$ cat src/sv/assert_macros.svh
// ----------------------------------------------------------------------------
// assert_macros.svh
// Concurrent assertion shorthands, clocked on clk and held off during reset
// ----------------------------------------------------------------------------
`ifndef ASSERT_MACROS_SVH
`define ASSERT_MACROS_SVH

// condition that holds at every edge out of reset
`define ASSERT_ALWAYS(lbl, cond, msg) \
	lbl: assert property (@(posedge clk) disable iff (!arst_n) (cond)) \
		else $error(msg);

// antecedent at one edge implies consequent at the next
`define ASSERT_NEXT(lbl, ante, cons, msg) \
	lbl: assert property (@(posedge clk) disable iff (!arst_n) (ante) |=> (cons)) \
		else $error(msg);

`endif

$ cat src/sv/i2c_mag_pkg.sv
// ----------------------------------------------------------------------------
// i2c_mag_pkg
// Shared types and constants of the magnetometer burst-read sequencer
// ----------------------------------------------------------------------------
package i2c_mag_pkg;

	// request kinds
	typedef enum logic [1:0] {
		REQ_TRIGGER = 2'd0,
		REQ_EVENT   = 2'd1,
		REQ_CLEAR   = 2'd2
	} req_kind_t;

	// commands to the i2c master
	typedef enum logic [2:0] {
		CMD_NONE    = 3'd0,
		CMD_START   = 3'd1,
		CMD_TX      = 3'd2,
		CMD_RSTART  = 3'd3,
		CMD_RCV     = 3'd4,
		CMD_ACK     = 3'd5,
		CMD_NACK    = 3'd6,
		CMD_RELEASE = 3'd7
	} cmd_t;

	// session phases, idle outside a session
	typedef enum logic [3:0] {
		PH_ADDR_W = 4'd0,
		PH_REG    = 4'd1,
		PH_RSTART = 4'd2,
		PH_ADDR_R = 4'd3,
		PH_RCV_EN = 4'd4,
		PH_RCV    = 4'd5,
		PH_ACK    = 4'd6,
		PH_NACK   = 4'd7,
		PH_IDLE   = 4'd8
	} phase_t;

	localparam logic [7:0] DEV_ADDR_RST = 8'd60;
	localparam logic [7:0] ADDR_WR_MASK = 8'hFE;
	localparam logic [7:0] ADDR_RD_BIT  = 8'h01;
	localparam logic [7:0] DATA_REG     = 8'h03;
	localparam int unsigned RX_BYTES    = 6;
	localparam int unsigned IDX_W       = 3;

	// one request as held in the input stage
	typedef struct packed {
		logic [1:0] req_type;
		logic       bus_granted;
		logic       nack_seen;
		logic       bus_collision;
		logic       write_collision;
		logic       read_overflow;
		logic [7:0] rx_byte;
	} req_t;

	// sequencer decision for one request
	typedef struct packed {
		cmd_t               command;
		logic [7:0]         tx_byte;
		logic               done;
		logic signed [15:0] x;
		logic signed [15:0] y;
		logic signed [15:0] z;
	} seq_out_t;

	// accumulated sample state
	typedef struct packed {
		logic signed [31:0] sum_x;
		logic signed [31:0] sum_y;
		logic signed [31:0] sum_z;
		logic signed [15:0] last_x;
		logic signed [15:0] last_y;
		logic signed [15:0] last_z;
		logic [15:0]        sample_count;
		logic [15:0]        ready_count;
	} acc_state_t;

endpackage

$ cat src/sv/i2c_mag_if.sv
// ----------------------------------------------------------------------------
// i2c_mag_req_if / i2c_mag_rsp_if
// Valid/ready channels for requests in and results out
// ----------------------------------------------------------------------------
interface i2c_mag_req_if;
	logic       valid;
	logic       ready;
	logic [1:0] req_type;
	logic       bus_granted;
	logic       nack_seen;
	logic       bus_collision;
	logic       write_collision;
	logic       read_overflow;
	logic [7:0] rx_byte;

	modport source (
		output valid, req_type, bus_granted, nack_seen, bus_collision,
			write_collision, read_overflow, rx_byte,
		input ready
	);
	modport sink (
		input valid, req_type, bus_granted, nack_seen, bus_collision,
			write_collision, read_overflow, rx_byte,
		output ready
	);
endinterface

interface i2c_mag_rsp_if;
	logic               valid;
	logic               ready;
	logic [2:0]         command;
	logic [7:0]         tx_byte;
	logic               sample_done;
	logic signed [31:0] sum_x;
	logic signed [31:0] sum_y;
	logic signed [31:0] sum_z;
	logic signed [15:0] last_x;
	logic signed [15:0] last_y;
	logic signed [15:0] last_z;
	logic [15:0]        sample_count;
	logic [15:0]        ready_count;

	modport source (
		output valid, command, tx_byte, sample_done, sum_x, sum_y, sum_z,
			last_x, last_y, last_z, sample_count, ready_count,
		input ready
	);
	modport sink (
		input valid, command, tx_byte, sample_done, sum_x, sum_y, sum_z,
			last_x, last_y, last_z, sample_count, ready_count,
		output ready
	);
endinterface

$ cat src/sv/i2c_mag_seq.sv
// ----------------------------------------------------------------------------
// i2c_mag_seq
// Session state machine: issues i2c master commands, stores received bytes
// and decodes a finished six-byte burst into X, Y, Z
// ----------------------------------------------------------------------------
module i2c_mag_seq
	import i2c_mag_pkg::*;
(
	input  logic       clk,
	input  logic       arst_n,
	input  logic       fire,
	input  req_t       req,
	input  logic [7:0] dev_addr,
	output seq_out_t   so
);

	phase_t           phase_q, phase_d;
	logic [IDX_W-1:0] idx_q, idx_d, idx_inc;
	logic [7:0]       rx_q [RX_BYTES];
	logic             rx_we;
	logic             active;
	logic             err;
	logic [15:0]      raw_x, raw_y, raw_z;

	// burst decode, big-endian pairs in X, Z, Y order
	assign raw_x = {rx_q[0], rx_q[1]};
	assign raw_z = {rx_q[2], rx_q[3]};
	assign raw_y = {rx_q[4], rx_q[5]};

	assign active  = (phase_q != PH_IDLE);
	assign err     = req.nack_seen | req.bus_collision | req.write_collision
		| req.read_overflow;
	assign idx_inc = idx_q + IDX_W'(1);

	// next phase and command
	always_comb begin
		phase_d    = phase_q;
		idx_d      = idx_q;
		rx_we      = 1'b0;
		so.command = CMD_NONE;
		so.tx_byte = 8'h00;
		so.done    = 1'b0;
		so.x       = $signed(16'(16'd0 - raw_x));
		so.y       = $signed(raw_y);
		so.z       = $signed(16'(16'd0 - raw_z));
		if (fire) begin
			case (req.req_type)
				REQ_TRIGGER: begin
					if (req.bus_granted && !active) begin
						phase_d    = PH_ADDR_W;
						so.command = CMD_START;
					end
				end
				REQ_EVENT: begin
					if (active && err) begin
						phase_d    = PH_IDLE;
						so.command = CMD_RELEASE;
					end else if (active) begin
						case (phase_q)
							PH_ADDR_W: begin
								so.command = CMD_TX;
								so.tx_byte = dev_addr & ADDR_WR_MASK;
								phase_d    = PH_REG;
							end
							PH_REG: begin
								so.command = CMD_TX;
								so.tx_byte = DATA_REG;
								phase_d    = PH_RSTART;
							end
							PH_RSTART: begin
								so.command = CMD_RSTART;
								phase_d    = PH_ADDR_R;
							end
							PH_ADDR_R: begin
								so.command = CMD_TX;
								so.tx_byte = dev_addr | ADDR_RD_BIT;
								phase_d    = PH_RCV_EN;
							end
							PH_RCV_EN: begin
								so.command = CMD_RCV;
								idx_d      = '0;
								phase_d    = PH_RCV;
							end
							PH_RCV: begin
								rx_we = (idx_q < IDX_W'(RX_BYTES));
								idx_d = idx_inc;
								if (idx_inc < IDX_W'(RX_BYTES)) begin
									so.command = CMD_ACK;
									phase_d    = PH_ACK;
								end else begin
									so.command = CMD_NACK;
									phase_d    = PH_NACK;
								end
							end
							PH_ACK: begin
								so.command = CMD_RCV;
								phase_d    = PH_RCV;
							end
							PH_NACK: begin
								so.command = CMD_RELEASE;
								so.done    = 1'b1;
								phase_d    = PH_IDLE;
							end
							default: begin
								phase_d = PH_IDLE;
							end
						endcase
					end
				end
				default: begin
				end
			endcase
		end
	end

	// phase and byte counter
	always_ff @(posedge clk or negedge arst_n) begin
		if (!arst_n) begin
			phase_q <= PH_IDLE;
			idx_q   <= '0;
		end else begin
			phase_q <= phase_d;
			idx_q   <= idx_d;
		end
	end

	// received byte store
	always_ff @(posedge clk) begin
		if (rx_we) begin
			rx_q[idx_q] <= req.rx_byte;
		end
	end

	`include "assert_macros.svh"

	`ASSERT_ALWAYS(a_idx_range, idx_q <= IDX_W'(RX_BYTES), "byte index past burst length")
	`ASSERT_NEXT(a_start_phase, fire && so.command == CMD_START, phase_q == PH_ADDR_W, "start did not open a session")
	`ASSERT_NEXT(a_done_idle, fire && so.done, phase_q == PH_IDLE && idx_q == IDX_W'(RX_BYTES), "sample finished without a full burst")

endmodule

$ cat src/sv/i2c_mag_acc.sv
// ----------------------------------------------------------------------------
// i2c_mag_acc
// Sample accumulator: latest values, wrapping sums and sample counters
// ----------------------------------------------------------------------------
module i2c_mag_acc
	import i2c_mag_pkg::*;
(
	input  logic       clk,
	input  logic       arst_n,
	input  logic       fire,
	input  logic       clear,
	input  seq_out_t   so,
	output acc_state_t nxt
);

	acc_state_t st_q;
	logic       fresh;
	logic [31:0] ext_x, ext_y, ext_z;

	assign fresh = (st_q.ready_count == 16'd0);
	assign ext_x = {{16{so.x[15]}}, so.x};
	assign ext_y = {{16{so.y[15]}}, so.y};
	assign ext_z = {{16{so.z[15]}}, so.z};

	// state after this request
	always_comb begin
		nxt = st_q;
		if (fire && so.done) begin
			nxt.last_x       = so.x;
			nxt.last_y       = so.y;
			nxt.last_z       = so.z;
			nxt.sum_x        = fresh ? $signed(ext_x) : $signed(32'(st_q.sum_x + ext_x));
			nxt.sum_y        = fresh ? $signed(ext_y) : $signed(32'(st_q.sum_y + ext_y));
			nxt.sum_z        = fresh ? $signed(ext_z) : $signed(32'(st_q.sum_z + ext_z));
			nxt.sample_count = 16'(st_q.sample_count + 16'd1);
			nxt.ready_count  = 16'(st_q.ready_count + 16'd1);
		end else if (fire && clear) begin
			nxt.ready_count = 16'd0;
		end
	end

	// accumulator registers
	always_ff @(posedge clk or negedge arst_n) begin
		if (!arst_n) begin
			st_q <= '0;
		end else if (fire) begin
			st_q <= nxt;
		end
	end

	`include "assert_macros.svh"

	`ASSERT_NEXT(a_cnt_step, fire && so.done, st_q.sample_count == 16'($past(st_q.sample_count) + 16'd1), "sample count did not advance")
	`ASSERT_NEXT(a_idle_hold, !fire, $stable(st_q), "accumulator changed without a request")

endmodule

$ cat src/sv/i2c_magnetometer_read_sequencer_top.sv
// ----------------------------------------------------------------------------
// i2c_magnetometer_read_sequencer_top
// Magnetometer burst-read sequencer for a shared i2c master
//
//   channel  dir  handshake    contents
//   req      in   valid/ready  request kind, grant, error flags, rx byte
//   rsp      out  valid/ready  command, tx byte, sample flag, sums, counts
//   cfg      in   cfg_we       device address byte
//
// One request per cycle sustained while rsp takes each result; a request is
// registered in the input stage, then in the result register, before rsp.valid.
// The path that sets the cycle is the phase decode feeding one 32-bit add.
// Reset clears phase, counters and sums at once; no clearing pass.
// While a result waits, one more request is taken into the input stage.
// ----------------------------------------------------------------------------
module i2c_magnetometer_read_sequencer_top
	import i2c_mag_pkg::*;
(
	input  logic       clk,
	input  logic       arst_n,
	input  logic       cfg_we,
	input  logic [7:0] cfg_wdata,
	i2c_mag_req_if.sink   req,
	i2c_mag_rsp_if.source rsp
);

	logic [7:0] dev_addr_reg_q;
	logic       valid_s1;
	req_t       req_s1;
	logic       advance;
	logic       clear;
	seq_out_t   so;
	acc_state_t nxt;
	logic       rsp_valid_q;
	cmd_t       command_q;
	logic [7:0] tx_byte_q;
	logic       done_q;
	acc_state_t acc_q;

	// input stage moves when the result register is free or being drained
	assign advance   = valid_s1 && (!rsp_valid_q || rsp.ready);
	assign req.ready = !valid_s1 || advance;
	assign clear     = (req_s1.req_type == REQ_CLEAR);

	// device address register
	always_ff @(posedge clk or negedge arst_n) begin
		if (!arst_n) begin
			dev_addr_reg_q <= DEV_ADDR_RST;
		end else if (cfg_we) begin
			dev_addr_reg_q <= cfg_wdata;
		end
	end

	// input stage
	always_ff @(posedge clk or negedge arst_n) begin
		if (!arst_n) begin
			valid_s1 <= 1'b0;
		end else if (req.ready) begin
			valid_s1 <= req.valid;
		end
	end

	always_ff @(posedge clk) begin
		if (req.valid && req.ready) begin
			req_s1 <= '{req_type: req.req_type, bus_granted: req.bus_granted,
				nack_seen: req.nack_seen, bus_collision: req.bus_collision,
				write_collision: req.write_collision,
				read_overflow: req.read_overflow, rx_byte: req.rx_byte};
		end
	end

	i2c_mag_seq u_seq (
		.clk      (clk),
		.arst_n   (arst_n),
		.fire     (advance),
		.req      (req_s1),
		.dev_addr (dev_addr_reg_q),
		.so       (so)
	);

	i2c_mag_acc u_acc (
		.clk    (clk),
		.arst_n (arst_n),
		.fire   (advance),
		.clear  (clear),
		.so     (so),
		.nxt    (nxt)
	);

	// result register
	always_ff @(posedge clk or negedge arst_n) begin
		if (!arst_n) begin
			rsp_valid_q <= 1'b0;
		end else if (advance) begin
			rsp_valid_q <= 1'b1;
		end else if (rsp.ready) begin
			rsp_valid_q <= 1'b0;
		end
	end

	always_ff @(posedge clk) begin
		if (advance) begin
			command_q <= so.command;
			tx_byte_q <= so.tx_byte;
			done_q    <= so.done;
			acc_q     <= nxt;
		end
	end

	assign rsp.valid        = rsp_valid_q;
	assign rsp.command      = command_q;
	assign rsp.tx_byte      = tx_byte_q;
	assign rsp.sample_done  = done_q;
	assign rsp.sum_x        = acc_q.sum_x;
	assign rsp.sum_y        = acc_q.sum_y;
	assign rsp.sum_z        = acc_q.sum_z;
	assign rsp.last_x       = acc_q.last_x;
	assign rsp.last_y       = acc_q.last_y;
	assign rsp.last_z       = acc_q.last_z;
	assign rsp.sample_count = acc_q.sample_count;
	assign rsp.ready_count  = acc_q.ready_count;

	`include "assert_macros.svh"

	`ASSERT_NEXT(a_s1_hold, valid_s1 && !advance, valid_s1 && $stable(req_s1), "request not held")
	`ASSERT_NEXT(a_rsp_load, advance, rsp_valid_q, "result register missed a request")

endmodule
$ cat src/flat_wrapper.sv
// flat-port wrapper written by rule: the top's interface ports become plain ports
module i2c_magnetometer_read_sequencer_top_flat import i2c_mag_pkg::*;
  (clk, arst_n, cfg_we, cfg_wdata, req_valid, req_req_type, req_bus_granted, req_nack_seen, req_bus_collision, req_write_collision, req_read_overflow, req_rx_byte, req_ready, rsp_valid, rsp_command, rsp_tx_byte, rsp_sample_done, rsp_sum_x, rsp_sum_y, rsp_sum_z, rsp_last_x, rsp_last_y, rsp_last_z, rsp_sample_count, rsp_ready_count, rsp_ready);
  i2c_mag_req_if req_i ();
  i2c_mag_rsp_if rsp_i ();
  input  logic clk;
  input  logic arst_n;
  input  logic cfg_we;
  input  logic [7:0] cfg_wdata;
  input wire logic [$bits(req_i.valid)-1:0] req_valid;
  input wire logic [$bits(req_i.req_type)-1:0] req_req_type;
  input wire logic [$bits(req_i.bus_granted)-1:0] req_bus_granted;
  input wire logic [$bits(req_i.nack_seen)-1:0] req_nack_seen;
  input wire logic [$bits(req_i.bus_collision)-1:0] req_bus_collision;
  input wire logic [$bits(req_i.write_collision)-1:0] req_write_collision;
  input wire logic [$bits(req_i.read_overflow)-1:0] req_read_overflow;
  input wire logic [$bits(req_i.rx_byte)-1:0] req_rx_byte;
  output wire logic [$bits(req_i.ready)-1:0] req_ready;
  output wire logic [$bits(rsp_i.valid)-1:0] rsp_valid;
  output wire logic [$bits(rsp_i.command)-1:0] rsp_command;
  output wire logic [$bits(rsp_i.tx_byte)-1:0] rsp_tx_byte;
  output wire logic [$bits(rsp_i.sample_done)-1:0] rsp_sample_done;
  output wire logic [$bits(rsp_i.sum_x)-1:0] rsp_sum_x;
  output wire logic [$bits(rsp_i.sum_y)-1:0] rsp_sum_y;
  output wire logic [$bits(rsp_i.sum_z)-1:0] rsp_sum_z;
  output wire logic [$bits(rsp_i.last_x)-1:0] rsp_last_x;
  output wire logic [$bits(rsp_i.last_y)-1:0] rsp_last_y;
  output wire logic [$bits(rsp_i.last_z)-1:0] rsp_last_z;
  output wire logic [$bits(rsp_i.sample_count)-1:0] rsp_sample_count;
  output wire logic [$bits(rsp_i.ready_count)-1:0] rsp_ready_count;
  input wire logic [$bits(rsp_i.ready)-1:0] rsp_ready;
  assign req_i.valid = req_valid;
  assign req_i.req_type = req_req_type;
  assign req_i.bus_granted = req_bus_granted;
  assign req_i.nack_seen = req_nack_seen;
  assign req_i.bus_collision = req_bus_collision;
  assign req_i.write_collision = req_write_collision;
  assign req_i.read_overflow = req_read_overflow;
  assign req_i.rx_byte = req_rx_byte;
  assign req_ready = req_i.ready;
  assign rsp_valid = rsp_i.valid;
  assign rsp_command = rsp_i.command;
  assign rsp_tx_byte = rsp_i.tx_byte;
  assign rsp_sample_done = rsp_i.sample_done;
  assign rsp_sum_x = rsp_i.sum_x;
  assign rsp_sum_y = rsp_i.sum_y;
  assign rsp_sum_z = rsp_i.sum_z;
  assign rsp_last_x = rsp_i.last_x;
  assign rsp_last_y = rsp_i.last_y;
  assign rsp_last_z = rsp_i.last_z;
  assign rsp_sample_count = rsp_i.sample_count;
  assign rsp_ready_count = rsp_i.ready_count;
  assign rsp_i.ready = rsp_ready;
  i2c_magnetometer_read_sequencer_top u_core (.clk(clk), .arst_n(arst_n), .cfg_we(cfg_we), .cfg_wdata(cfg_wdata), .req(req_i), .rsp(rsp_i));
endmodule
$ cat config.mk
export PLATFORM = sky130hd
export DESIGN_NAME = i2c_magnetometer_read_sequencer_top_flat
export DESIGN_NICKNAME = d
export VERILOG_FILES = /design/src/sv/i2c_mag_pkg.sv /design/src/sv/i2c_mag_if.sv /design/src/sv/i2c_mag_seq.sv /design/src/sv/i2c_mag_acc.sv /design/src/sv/i2c_magnetometer_read_sequencer_top.sv /design/src/flat_wrapper.sv
export VERILOG_INCLUDE_DIRS = /design/src /design/src/sv
export SDC_FILE = /design/constraint.sdc
export NUM_CORES = 1
export LEC_CHECK = 0
export ABC_AREA = 1
export BUFFER_PORTS_ARGS = -buffer_cell sky130_fd_sc_hd__buf_2
export CORE_AREA = 2 2 321 228
export CTS_CLUSTER_DIAMETER = 100
export DETAILED_ROUTE_END_ITERATION = 6
export DIE_AREA = 0 0 323 230
export HOLD_SLACK_MARGIN = 0.02
export MAX_ROUTING_LAYER = met4
export PLACE_DENSITY = 0.5
export RECOVER_POWER = 25
export SLEW_MARGIN = 20
export SYNTH_ARGS = -nofsm -noshare
export SYNTH_HDL_FRONTEND = slang
export SYNTH_SLANG_ARGS = --single-unit
$ cat constraint.sdc
create_clock -name clk -period 6.3 [get_ports clk]
set_clock_uncertainty 0.1 [all_clocks]
set_input_delay 0.945 -clock clk [delete_from_list [all_inputs] [get_ports clk]]
set_output_delay 0.945 -clock clk [all_outputs]
set_load 0.03 [all_outputs]
# Word level (Yosys, flattened, before mapping)
# Memories as Yosys holds them, arrays and structs flattened.
# Cells that the tools add are included.
# word_totals
reg_bits	396
n_memories	1
in_bits	28
ramBits	48
# classes
n_mux	33
order_cmp	2
bitwise	7
reduce_logical	22
n_addsub	8
eq_ne	12
# mem_list
memory	depth	word_bits	read_ports	rd_clocked_by_memory_dff	write_ports	line_no	source
u_core.u_seq.rx_q	6	8	6	0	1	i2c_mag_seq.sv:19	logic [7:0] rx_q [RX_BYTES];
# ops
op	n
$mux 160	1
$add 32x32->32	3
$mux 32	3
$add 16x1->16 const B	2
$mux 16	2
$sub 1x16->16 const A	2
$pmux 4 s6	1
$pmux 8 s3	1
$eq 4x3->1 const B	4
$logic_not 16->1	1
$mux 1	15
$pmux 3 s5	1
$mux 12	1
$mux 4	3
$pmux 3 s2	2
$eq 4x2->1 const B	2
$pmux 4 s2	1
$logic_and 1x1->1	6
$lt 3x3->1 const B	2
$reduce_bool 2->1	3
$reduce_and 5->1	1
$eq 4x1->1 const B	1
$logic_not 4->1	1
$ne 4x4->1 const B	1
other kinds (16)	24

# Longest topological paths before layout
# depth
ltp_word	10
depth_mapped	22

# Hierarchy
# A second synthesis with hierarchy kept.
# hier_totals
cells_unflattened	3038
hier_area_um2	24558.6
# modules_own_cells
module	seq_area_each_um2	n_inst	area_per_inst_um2	cells_per_inst
i2c_mag_acc	4404.2	1	15133.3	2472
i2c_magnetometer_read_sequencer_top	6351.1	1	6510.0	250
i2c_mag_seq	1617.8	1	2915.3	316

# Worst setup path before layout
# OpenSTA, ideal clock, no wires.
# synth_timing
path_type	in2reg
from	input port rsp_ready
to	memory u_core.u_seq.rx_q[1][0] (enable)
path_slack_ps	90
stages	8
setup_ps	383
path_buffers	0
arrival_time_ps	5727
cell_sequence	inv_1 a21oi_4 nand2_2 nor2_1 inv_1 nor2_1 nand3_1 nor3_1
# synth_between
elab_chain_len	5
# synth_lines
element	line_no	source
start: declaration	flat_wrapper.sv:31	input wire logic [$bits(rsp_i.ready)-1:0] rsp_ready;
$logic_or 1x1->1	i2c_magnetometer_read_sequencer_top.sv:41	assign advance = valid_s1 && (!rsp_valid_q || rsp.ready);
$logic_and 1x1->1	i2c_magnetometer_read_sequencer_top.sv:41	
via u_core.advance	i2c_magnetometer_read_sequencer_top.sv:30	logic advance;
$mux 1	i2c_mag_seq.sv:46	if (fire) begin
$mux 1	i2c_mag_seq.sv:129	if (rx_we) begin
$mux 1 (implied by the code)	i2c_mag_seq.sv:130	rx_q[idx_q] <= req.rx_byte;
end: declaration	i2c_mag_seq.sv:19	
# The timed path passes the listed nets, and every way through them passes these cells.

==> impl_metrics.xml <==
<?xml version="1.0" encoding="UTF-8"?>
<metrics>
  <group name="synthesis">
    <metric name="synth_area" unit="µm²">24770</metric>
    <metric name="ys_dominant_reg_cell" unit="">sky130_fd_sc_hd__edfxtp_1</metric>
    <metric name="postSynthCellCount" unit="">3058</metric>
    <metric name="synth_sequential_area_ratio" unit="">0.4985</metric>
    <metric name="syn-mean-instance-area" unit="µm²">8.100</metric>
    <metric name="synth_async_sr_flop_share" unit="">0.4334</metric>
    <metric name="number_of_warnings_issued_by_yosys" unit="">0</metric>
    <metric name="synth_cell_type_count" unit="">48</metric>
    <metric name="mappedNetlistNets" unit="">3194</metric>
    <metric name="ys_ff_latch" unit="">443</metric>
    <metric name="synth-edff-count" unit="">251</metric>
  </group>
  <group name="floorplanning">
    <metric name="io_pins" unit="">218</metric>
    <metric name="start_util" unit="">0.3489</metric>
    <metric name="fp.dieW" unit="µm">323</metric>
    <metric name="dieArea" unit="µm²">74290</metric>
    <metric name="fp-row-count" unit="">82</metric>
    <metric name="fp.dieH" unit="µm">230</metric>
    <metric name="core" unit="µm²">71000</metric>
  </group>
  <group name="final_layout">
    <metric name="share_of_post_route_cells_with_drive_strength_above_1" unit="">0.1077</metric>
    <metric name="area_growth_syn_to_layout" unit="%">15.37</metric>
    <metric name="layout.nets" unit="">3420</metric>
    <metric name="most_frequent_cells_in_the_layout" unit="">1,002 x sky130_fd_sc_hd__nand2_1, 432 x sky130_fd_sc_hd__inv_1, 302 x sky130_fd_sc_hd__nor2_1</metric>
    <metric name="layout_commonest_cell" unit="">sky130_fd_sc_hd__nand2_1</metric>
    <metric name="finish.instance_area" unit="µm²">28580</metric>
  </group>
  <group name="critical_path">
    <metric name="critical_path.slowest_cell" unit="">sky130_fd_sc_hd__ha_1</metric>
    <metric name="cp_data_required_time" unit="ns">6.52</metric>
    <metric name="cp.arrival" unit="ns">4.21</metric>
    <metric name="worstPathMaxFanout" unit="">17</metric>
    <metric name="max_stage_delay" unit="ns">0.55</metric>
    <metric name="timing.critical_path.buf_inv" unit="">3</metric>
    <metric name="path_class" unit="">flip-flop to flip-flop</metric>
    <metric name="timing.critical_path.from_type" unit="">flip-flop</metric>
    <metric name="cp_top_family" unit="">simple AND/OR/NAND/NOR gates</metric>
    <metric name="top_cell_by_count_worst_path" unit="">sky130_fd_sc_hd__nand3_1</metric>
    <metric name="timing.critical_path.cells" unit="">inv_1, nand3_1, nor2_1, nand3b_1, nand2_1, inv_1, ha_1, nand2_1, nor2_1, inv_1, nor3_1, nand3_1, nand3_1, nand2_1, nand3_1, a21oi_1</metric>
    <metric name="critPathCaptureType" unit="">flip-flop</metric>
  </group>
  <group name="cts">
    <metric name="clock_tree.htree_level_count" unit="">2</metric>
    <metric name="post_cts.repair.setup_buffers" unit="">0</metric>
    <metric name="cts.root.buffer_cell" unit="">sky130_fd_sc_hd__clkbuf_16</metric>
    <metric name="post_cts.resized_instances" unit="">0</metric>
    <metric name="cts_sinks" unit="">443</metric>
    <metric name="cts.clk_slew.worst_paths" unit="ns">0.06</metric>
    <metric name="clkLatencyLatePin" unit="ns">0.60</metric>
    <metric name="cts_buffer_depth" unit="">3</metric>
    <metric name="cts_inserted_buffers" unit="">48</metric>
    <metric name="cts_hold_buf" unit="">0</metric>
    <metric name="tritoncts_clock_tree" unit="">built</metric>
  </group>
  <group name="sta">
    <metric name="unrepaired_setup_endpoints_after_global_routing" unit="">false</metric>
    <metric name="timing.fmax" unit="MHz">250.2</metric>
    <metric name="relSlewSlack" unit="">-1.130</metric>
    <metric name="crit_share_post_route" unit="">0.6344</metric>
    <metric name="setup-violations-final" unit="">0</metric>
    <metric name="worstMarginPinSlew" unit="ns">3.195</metric>
    <metric name="finalMaxSlewViolations" unit="">112</metric>
    <metric name="period_needed" unit="ns">3.997</metric>
    <metric name="setup-tns-final" unit="ns">0</metric>
    <metric name="final_hold_viol_count" unit="">0</metric>
  </group>
  <group name="route">
    <metric name="viasPerCell" unit="">4.629</metric>
    <metric name="detailroute.via_count" unit="">19860</metric>
    <metric name="detailed_routing_iterations_pass_1" unit="">5</metric>
    <metric name="drt-initial-drc-count" unit="">1286</metric>
    <metric name="post-route-drc-count" unit="">0</metric>
    <metric name="final_antenna_net_count" unit="">0</metric>
    <metric name="drt-wirelength-per-cell" unit="µm">15.63</metric>
    <metric name="routed_wirelength" unit="µm">67050</metric>
  </group>
  <group name="global_routing">
    <metric name="first_pass_grt_wire_length" unit="µm">106200</metric>
    <metric name="antenna_found_initial" unit="">7</metric>
    <metric name="first_global_vias" unit="">19020</metric>
    <metric name="grt_remaining_overflow" unit="">0</metric>
    <metric name="grt_max_degree" unit="">136</metric>
    <metric name="global_route_usage_sum" unit="">0.1877</metric>
  </group>
  <group name="status">
    <metric name="result_of_the_run" unit="">finished with violations</metric>
    <metric name="violations_in_the_final_reports" unit="">capacitance limit, slew limit</metric>
  </group>
  <group name="pwr">
    <metric name="power.clock.fraction" unit="">0.421</metric>
    <metric name="logic_pwr_share" unit="">0.105</metric>
    <metric name="pwr-share-seq" unit="">0.474</metric>
    <metric name="ir_drop" unit="µV">179.0</metric>
    <metric name="sw_frac_of_total" unit="">0.2693</metric>
    <metric name="internal_power" unit="W">0.005157</metric>
    <metric name="p_leak" unit="nW">14.70</metric>
    <metric name="power_per_cell_area" unit="nW/µm²">247.0</metric>
    <metric name="p_sw" unit="W">0.001901</metric>
  </group>
  <group name="place">
    <metric name="globalplace.congestion" unit="">0.8978</metric>
    <metric name="detailed_place.area" unit="µm²">26930</metric>
    <metric name="portBuffers" unit="">216</metric>
    <metric name="hpwl" unit="µm">48990</metric>
  </group>
  <group name="run">
    <metric name="max-cap-violations" unit="">1</metric>
  </group>
  <group name="hold_path">
    <metric name="hold_class" unit="">flip-flop to flip-flop</metric>
  </group>
</metrics>
worst paths after layout:
| path | start | end | slack, ns | depth (start not counted) |
|---|---|---|---|---|
| max in group asynchronous | arst_n | u_core.u_acc.st_q[165] | 2.94 | 1 |
| worst min register to register | u_core.u_acc.st_q[50] | u_core.u_acc.st_q[50] | 0.37 | 2 |
| worst max register to register | u_core.u_seq.rx_q[1][2] | u_core.rsp.sum_x[24] | 2.30 | 16 |
| worst min-delay path | u_core.u_acc.st_q[50] | u_core.u_acc.st_q[50] | 0.37 | 2 |
| worst max-delay path | u_core.u_seq.rx_q[1][2] | u_core.rsp.sum_x[24] | 2.30 | 16 |
| min in group asynchronous | arst_n | u_core.u_acc.st_q[21] | 1.27 | 1 |
worst reg2reg max path: stages, from the launching register on:
cell and delay, ns:
sky130_fd_sc_hd__edfxtp_1 0.41, sky130_fd_sc_hd__inv_1 0.14, sky130_fd_sc_hd__nand3_1 0.15, sky130_fd_sc_hd__nor2_1 0.40, sky130_fd_sc_hd__nand3b_1 0.24, sky130_fd_sc_hd__nand2_1 0.20, sky130_fd_sc_hd__inv_1 0.35, sky130_fd_sc_hd__ha_1 0.55
sky130_fd_sc_hd__nand2_1 0.13, sky130_fd_sc_hd__nor2_1 0.19, sky130_fd_sc_hd__inv_1 0.09, sky130_fd_sc_hd__nor3_1 0.25, sky130_fd_sc_hd__nand3_1 0.19, sky130_fd_sc_hd__nand3_1 0.12, sky130_fd_sc_hd__nand2_1 0.05, sky130_fd_sc_hd__nand3_1 0.09
sky130_fd_sc_hd__a21oi_1 0.08
kinds of logic after synthesis:
kind of cell / Yosys count / synth area share
simple gates: 1556 / 0.2561
buf+inv: 494 / 0.07880
flops: 443 / 0.4985
compound gates: 375 / 0.08203
fa+ha+maj: 108 / 0.05546
xor+xnor: 81 / 0.02864
mux: 1 / 0.0004546
power by group through the flow:
stage	sequential, W	combinational (W)	clock (W)
after floorplan	0.00363	0.000270	0
after global placement	0.00341	0.000754	0
after detailed placement	0.00341	0.000755	0
after CTS	0.00335	0.000757	0.00307
after global routing	0.00336	0.000814	0.00319
final	0.00335	0.000741	0.00297
area by class of cell:
| class | count | area (µm²) |
|---|---|---|
| fill | 7334 | 42420 |
| antenna | 1 | 2.502 |
| tap | 966 | 1209 |
| clock inverter | 31 | 329.1 |
| timing repair buffer | 233 | 1242 |
| sequential | 443 | 12350 |
| clock buffer | 59 | 1324 |
| inverter | 437 | 1644 |
| multi-input combinational | 2121 | 10480 |
per-layer routing:
layer / global-route usage / up-vias / wire length (µm)
met5: - / - / 0
met4: 0.04273 / 0 / 1228
li1: - / 10290 / -
met2: 0.2760 / 382 / 28420
met1: 0.2736 / 9127 / 34080
met3: 0.02519 / 62 / 3323
Yosys cell counts (2+ instances only):
cell,number,area [µm²]
sky130_fd_sc_hd__clkbuf_1,15,56.30
sky130_fd_sc_hd__o21ai_1,8,40.04
sky130_fd_sc_hd__xor2_1,62,543.0
sky130_fd_sc_hd__buf_6,4,45.04
sky130_fd_sc_hd__a21oi_4,2,32.53
sky130_fd_sc_hd__nand3_1,140,700.7
sky130_fd_sc_hd__a21o_1,2,15.01
sky130_fd_sc_hd__nor2_1,302,1134
sky130_fd_sc_hd__nor2_4,3,33.78
sky130_fd_sc_hd__dfstp_2,5,131.4
sky130_fd_sc_hd__a22oi_1,2,15.01
sky130_fd_sc_hd__and3_1,6,37.54
sky130_fd_sc_hd__o211ai_1,6,45.04
sky130_fd_sc_hd__fa_1,3,60.06
sky130_fd_sc_hd__o31ai_1,5,37.54
sky130_fd_sc_hd__nand2_2,8,50.05
sky130_fd_sc_hd__o21ai_0,99,495.5
sky130_fd_sc_hd__o21bai_1,7,52.55
sky130_fd_sc_hd__nor4_1,4,25.02
sky130_fd_sc_hd__dfrtp_1,187,4679
sky130_fd_sc_hd__nor3_1,36,180.2
sky130_fd_sc_hd__inv_2,4,15.01
sky130_fd_sc_hd__buf_4,8,60.06
sky130_fd_sc_hd__nand2_1,1001,3757
sky130_fd_sc_hd__buf_2,29,145.1
sky130_fd_sc_hd__o21a_1,24,180.2
sky130_fd_sc_hd__and2_1,2,12.51
sky130_fd_sc_hd__o22ai_1,3,18.77
sky130_fd_sc_hd__inv_1,432,1622
sky130_fd_sc_hd__ha_1,105,1314
sky130_fd_sc_hd__nor2_2,6,37.54
sky130_fd_sc_hd__or2_2,4,25.02
sky130_fd_sc_hd__nand3b_1,20,150.1
sky130_fd_sc_hd__edfxtp_1,251,7537
sky130_fd_sc_hd__nand4_1,18,112.6
sky130_fd_sc_hd__xnor2_1,19,166.4
sky130_fd_sc_hd__a21oi_1,215,1076
per-stage QoR:
| stage | instances | power, W | hold slack, ns | worst slack [ns] | utilization |
|---|---|---|---|---|---|
| after global placement | 4200 | 0.004161 | 0.3557 | 2.223 | 0.3794 |
| after CTS | 4290 | 0.007180 | 0.3725 | 2.208 | 0.4026 |
| after global routing | 4290 | 0.007365 | 0.3882 | 1.870 | 0.4025 |
| after detailed placement | 4200 | 0.004160 | 0.3610 | 2.228 | 0.3794 |
| after floorplan | 3058 | 0.003895 | 0.3428 | 0.08992 | - |
| final | 4291 | 0.007058 | 0.3718 | 2.303 | 0.4025 |
flip-flops by register name, indices dropped and copies added (netlist names), 8 cells and up:
signal,count
u_core.rsp.ready_count,16
u_core.rsp.sum_z,32
u_core.req_s1,15
u_core.rsp.tx_byte,8
u_core.rsp.last_z,16
u_core.rsp.sum_x,32
u_core.u_acc.st_q,176
u_core.rsp.sum_y,32
u_core.rsp.last_y,16
u_core.u_seq.rx_q,48
u_core.rsp.last_x,16
u_core.rsp.sample_count,16
No activity file was read; power rests on OpenSTA's default activity.
